$ cat src/rtl/core/sliding_window_per_key_limiter_assert.svh
// assertion macros for the sliding window per-key limiter
// no dependencies; included by the top level
`ifndef SLIDING_WINDOW_PER_KEY_LIMITER_ASSERT_SVH
`define SLIDING_WINDOW_PER_KEY_LIMITER_ASSERT_SVH

// same-cycle implication
`define SWPKL_ASSERT_NOW(label, clk, rst_n, ante, cons) \
    label: assert property (@(posedge clk) disable iff (!rst_n) (ante) |-> (cons)) \
        else $error("swpkl assertion failed");

// next-cycle implication
`define SWPKL_ASSERT_NEXT(label, clk, rst_n, ante, cons) \
    label: assert property (@(posedge clk) disable iff (!rst_n) (ante) |=> (cons)) \
        else $error("swpkl assertion failed");

`endif

$ cat src/rtl/core/swpkl_ram.sv
// generic single-write, single-read ram with registered read data
// no dependencies; read of the address being written returns old data
`timescale 1ns / 1ps

module swpkl_ram #(
    parameter int WIDTH = 8,
    parameter int DEPTH = 16
) (
    input  logic                     clk,
    input  logic                     we,
    input  logic [$clog2(DEPTH)-1:0] waddr,
    input  logic [WIDTH-1:0]         wdata,
    input  logic [$clog2(DEPTH)-1:0] raddr,
    output logic [WIDTH-1:0]         rdata
);

    logic [WIDTH-1:0] mem [DEPTH];

    always_ff @(posedge clk)
    begin
        if (we)
        begin
            mem[waddr] <= wdata;
        end
        rdata <= mem[raddr];
    end

endmodule

$ cat config.mk
export PLATFORM = sky130hd
export DESIGN_NAME = swpkl_ram
export DESIGN_NICKNAME = d
export VERILOG_FILES = /design/src/rtl/core/sliding_window_per_key_limiter_assert.svh /design/src/rtl/core/swpkl_ram.sv
export SDC_FILE = /design/constraint.sdc
export NUM_CORES = 1
export LEC_CHECK = 0
export ABC_AREA = 1
export BUFFER_PORTS_ARGS = -buffer_cell sky130_fd_sc_hd__buf_2
export CORE_ASPECT_RATIO = 0.7
export CORE_MARGIN = 2
export CORE_UTILIZATION = 46
export DETAILED_ROUTE_END_ITERATION = 8
export PLACE_DENSITY = 0.72
export SLEW_MARGIN = 10
export SYNTH_ARGS = -nofsm -noshare
export SYNTH_HDL_FRONTEND = slang
export SYNTH_SLANG_ARGS = --single-unit
$ cat constraint.sdc
create_clock -name clk -period 1.74 [get_ports clk]
set_input_delay 0.174 -clock clk [delete_from_list [all_inputs] [get_ports clk]]
set_output_delay 0.174 -clock clk [all_outputs]
set_load 0.005 [all_outputs]
==> results.rst <==
.. list-table::
   :header-rows: 1

   * - Metric
     - Value
   * - Max Cap Viol
     - 0
   * - Reg clk slew, reported paths
     - 0.06 ns
   * - HPWL Detailed
     - 7.884 mm
   * - Clock skew
     - 0.01240 ns
   * - Amount of wire on met2 after detailed routing
     - 5.604 mm
   * - Routed metal-1 wirelength
     - 5.877 mm
   * - Number of enable-type register cells in the synthesized netlist
     - 128
   * - Via count of the first global-routing pass
     - 3,769
   * - Average cell area after synthesis
     - 10.47 um^2
   * - Highest signal layer in the routed design
     - met4
   * - Maximum number of pins on one net before global-route repair
     - 65
   * - Startpoint kind of the worst setup timing path
     - flop
   * - CP Capture Type
     - primary output
   * - Post-synthesis sequential element count
     - 136
   * - Library cell used as clock root buffer
     - sky130_fd_sc_hd__clkbuf_16
   * - Number of pins exceeding their max-slew limit in the final report
     - 0
   * - Cell area reported after detailed placement
     - 6131 um^2
   * - Post-route cell area
     - 6691 um^2
   * - Hold buffer count at CTS
     - 0
   * - Min Clock Period, post-route
     - 1.095 ns
   * - Clock latency of the later-clocked register in the worst-skew pair
     - 0.42 ns
   * - Main synth FF type
     - sky130_fd_sc_hd__edfxtp_1
   * - Final standard cell utilization of the core
     - 0.5424
   * - Post-Synthesis Cell Area
     - 5767 um^2
   * - Fill cell instance count of the final layout
     - 1,070
   * - Count of antenna-violating nets left after detailed routing
     - 0
   * - Worst path setup slack after routing
     - 0.6445 ns
   * - Count of vias placed by the detailed router
     - 3,866
   * - Count of port buffers added during placement
     - 25
   * - Path type of the worst setup path
     - reg -> out
   * - Proportion of synthesized chip area in sequential cells
     - 0.6943
   * - Routed Wire Length
     - 12.62 mm
   * - Top-area cell type share of the netlist area
     - 0.6665
   * - First-pass GRT wire length
     - 19.96 mm
   * - Number of antenna violations at the first check in global routing
     - 0
   * - Via density per instance
     - 5.034
   * - Final hold violation count
     - 0
   * - Run status
     - finished clean
   * - Cell type with the highest aggregate area in the netlist
     - sky130_fd_sc_hd__edfxtp_1
   * - GRT Util Overall
     - 0.2039
   * - Post-synth cell types
     - 12
   * - Data arrival time at the worst-slack endpoint
     - 0.92 ns
   * - Max Fclk
     - 912.9 MHz
   * - Area of the core
     - 12,340 um^2
   * - Crit-path leading delay family
     - flip-flops
   * - Remaining Overflow, GRT
     - 0
   * - Setup slack at placement
     - 0.3036 ns
   * - Setup violations, final
     - 0
   * - Maximum buffer depth of the clock tree
     - 2
   * - Library cell with the highest instance count after synthesis
     - sky130_fd_sc_hd__nand2_1
   * - TritonCTS clock tree
     - yes
   * - Async set-reset flop share out of synthesis
     - 0
   * - Number of resized instances in the post-cts repair step
     - 0
   * - Routed wire per std cell
     - 16.44 um
   * - I/O pin count
     - 26
   * - Number of sinks driven by the clock tree
     - 136
   * - Area growth syn-to-layout
     - 16.03%
   * - Count of nets after finishing
     - 611
   * - Height of the die
     - 97.68 um
   * - Global placement routability congestion
     - 0.8436
   * - Iteration count of the initial detailed-routing pass
     - 5
   * - Number of nets in the synthesized netlist
     - 569
   * - Detail Route met3 WL
     - 987 um
   * - CP bufs+invs
     - 1
   * - Class of the worst hold path
     - in -> reg
   * - Lkg Pwr
     - 2.912 nW
   * - Worst slew margin relative to its limit
     - 0.5677
   * - Peak supply drop
     - 0.6525 mV
   * - Post-CTS setup buffer count
     - 0
   * - Peak fanout along the critical path
     - 1
   * - Required @ worst endpoint
     - 1.57 ns
   * - Number of warning messages in the yosys log
     - 0
   * - RSZ-0062 raised after global routing
     - no
   * - Clock H-tree levels
     - 4
   * - Area of the die
     - 13,460 um^2
   * - Proportion of layout cells with a drive suffix above 1
     - 0.1238
   * - Width of the die
     - 137.8 um
   * - Slowest cell on the critical path
     - sky130_fd_sc_hd__dfxtp_1
   * - Antenna cell count
     - 0
   * - Ranking of synthesized cells by instance count
     - sky130_fd_sc_hd__nand2_1 (173), sky130_fd_sc_hd__edfxtp_1 (128), sky130_fd_sc_hd__inv_1 (100), sky130_fd_sc_hd__nand3_1 (97), sky130_fd_sc_hd__nor2_1 (17)
   * - Post-Synthesis Cells
     - 551
   * - Number of DRC violations after detailed-routing iteration 0
     - 360
   * - Worst slew pin tran
     - 0.6477 ns
   * - Ratio of total power to cell area
     - 1123 nW/um^2
   * - Final clock period utilization by the worst path
     - 0.6296
   * - FF+latch area
     - 4004 um^2
   * - Largest cells by area after synthesis
     - sky130_fd_sc_hd__edfxtp_1 (67%), sky130_fd_sc_hd__nand2_1 (11%), sky130_fd_sc_hd__nand3_1 (8.4%), sky130_fd_sc_hd__inv_1 (6.5%), sky130_fd_sc_hd__dfxtp_1 (2.8%)
   * - Count of unresolved DRC violations after routing
     - 0
   * - Sequence of cells on the critical path
     - buf_2
   * - Maximum cell stage delay along the critical path
     - 0.37 ns
   * - Starting density of the core
     - 0.4674
   * - Aggregate negative setup slack
     - 0 ns
   * - # rows
     - 34
   * - Footprint of the multi-input gates
     - 1214 um^2
   * - Number of buffers inserted during clock tree synthesis
     - 17
cell usage in the layout (no fill, tap or decap):
| cell type | n |
|---|---|
| sky130_fd_sc_hd__buf_12 | 3 |
| sky130_fd_sc_hd__buf_2 | 25 |
| sky130_fd_sc_hd__buf_4 | 19 |
| sky130_fd_sc_hd__bufinv_16 | 2 |
| sky130_fd_sc_hd__clkbuf_1 | 6 |
| sky130_fd_sc_hd__clkbuf_16 | 17 |
| sky130_fd_sc_hd__clkbuf_8 | 1 |
| sky130_fd_sc_hd__clkinv_2 | 3 |
| sky130_fd_sc_hd__clkinv_4 | 1 |
| sky130_fd_sc_hd__clkinvlp_4 | 2 |
| sky130_fd_sc_hd__dfxtp_1 | 8 |
| sky130_fd_sc_hd__edfxtp_1 | 128 |
| sky130_fd_sc_hd__inv_1 | 100 |
| sky130_fd_sc_hd__inv_2 | 2 |
| sky130_fd_sc_hd__nand2_1 | 173 |
| sky130_fd_sc_hd__nand3_1 | 97 |
| sky130_fd_sc_hd__nand3b_1 | 2 |
| sky130_fd_sc_hd__nor2_1 | 17 |
registers in the layout, indices dropped and copies added, names as in the netlist:
name and count:
mem 128, rdata 8
logic make-up (layout without fill, tap and decap cells):
family                 Yosys count  after routing  synth area share
and+or+nand+nor                289            289            0.2105
DFF                            136            136            0.6943
buffers and inverters          126            181           0.09525
layout make-up:
type	instances	area share
multi-input cells	289	0.1814
clock inverters	8	0.01477
flip-flops and latches	136	0.5984
inverters	102	0.05722
well taps	162	0.03029
clock buffers	24	0.06900
repair buffers	47	0.04899
metal layers:
metal | up-vias | global-route usage
met4 | 0 | 0.05730
li1 | 1857 | -
met1 | 1851 | 0.2937
met2 | 145 | 0.2977
met5 | - | 0
met3 | 13 | 0.06573
per-stage QoR:
| step | total power, mW | instances | hold slack, ns |
|---|---|---|---|
| detailed placement | 4.189 | 736 | 0.5586 |
| CTS | 7.563 | 768 | 0.1304 |
| floorplan | 4.009 | 551 | 0.2729 |
| global placement | 4.176 | 736 | 0.5556 |
| finish | 7.517 | 768 | 0.1387 |
| global route | 7.746 | 768 | 0.1408 |
where the power goes:
part	internal (mW)	total (mW)	switching (mW)	leakage [nW]
Clock	2.14	3.39	1.25	0.268
Combinational	0.137	0.434	0.296	1.42
Sequential	3.66	3.69	0.0265	1.22
final timing paths:
path                                 start    endpoint  slack, ns  cells after the start
worst max-delay path              rdata[4]    rdata[4]       0.64                      1
worst min-delay path              wdata[4]  mem[12][4]       0.14                      1
worst max register to register  mem[13][6]    rdata[6]       0.72                      6
worst min register to register   mem[2][4]    rdata[4]       0.67                      6
Note: power is estimated with default switching activity, not from simulation.
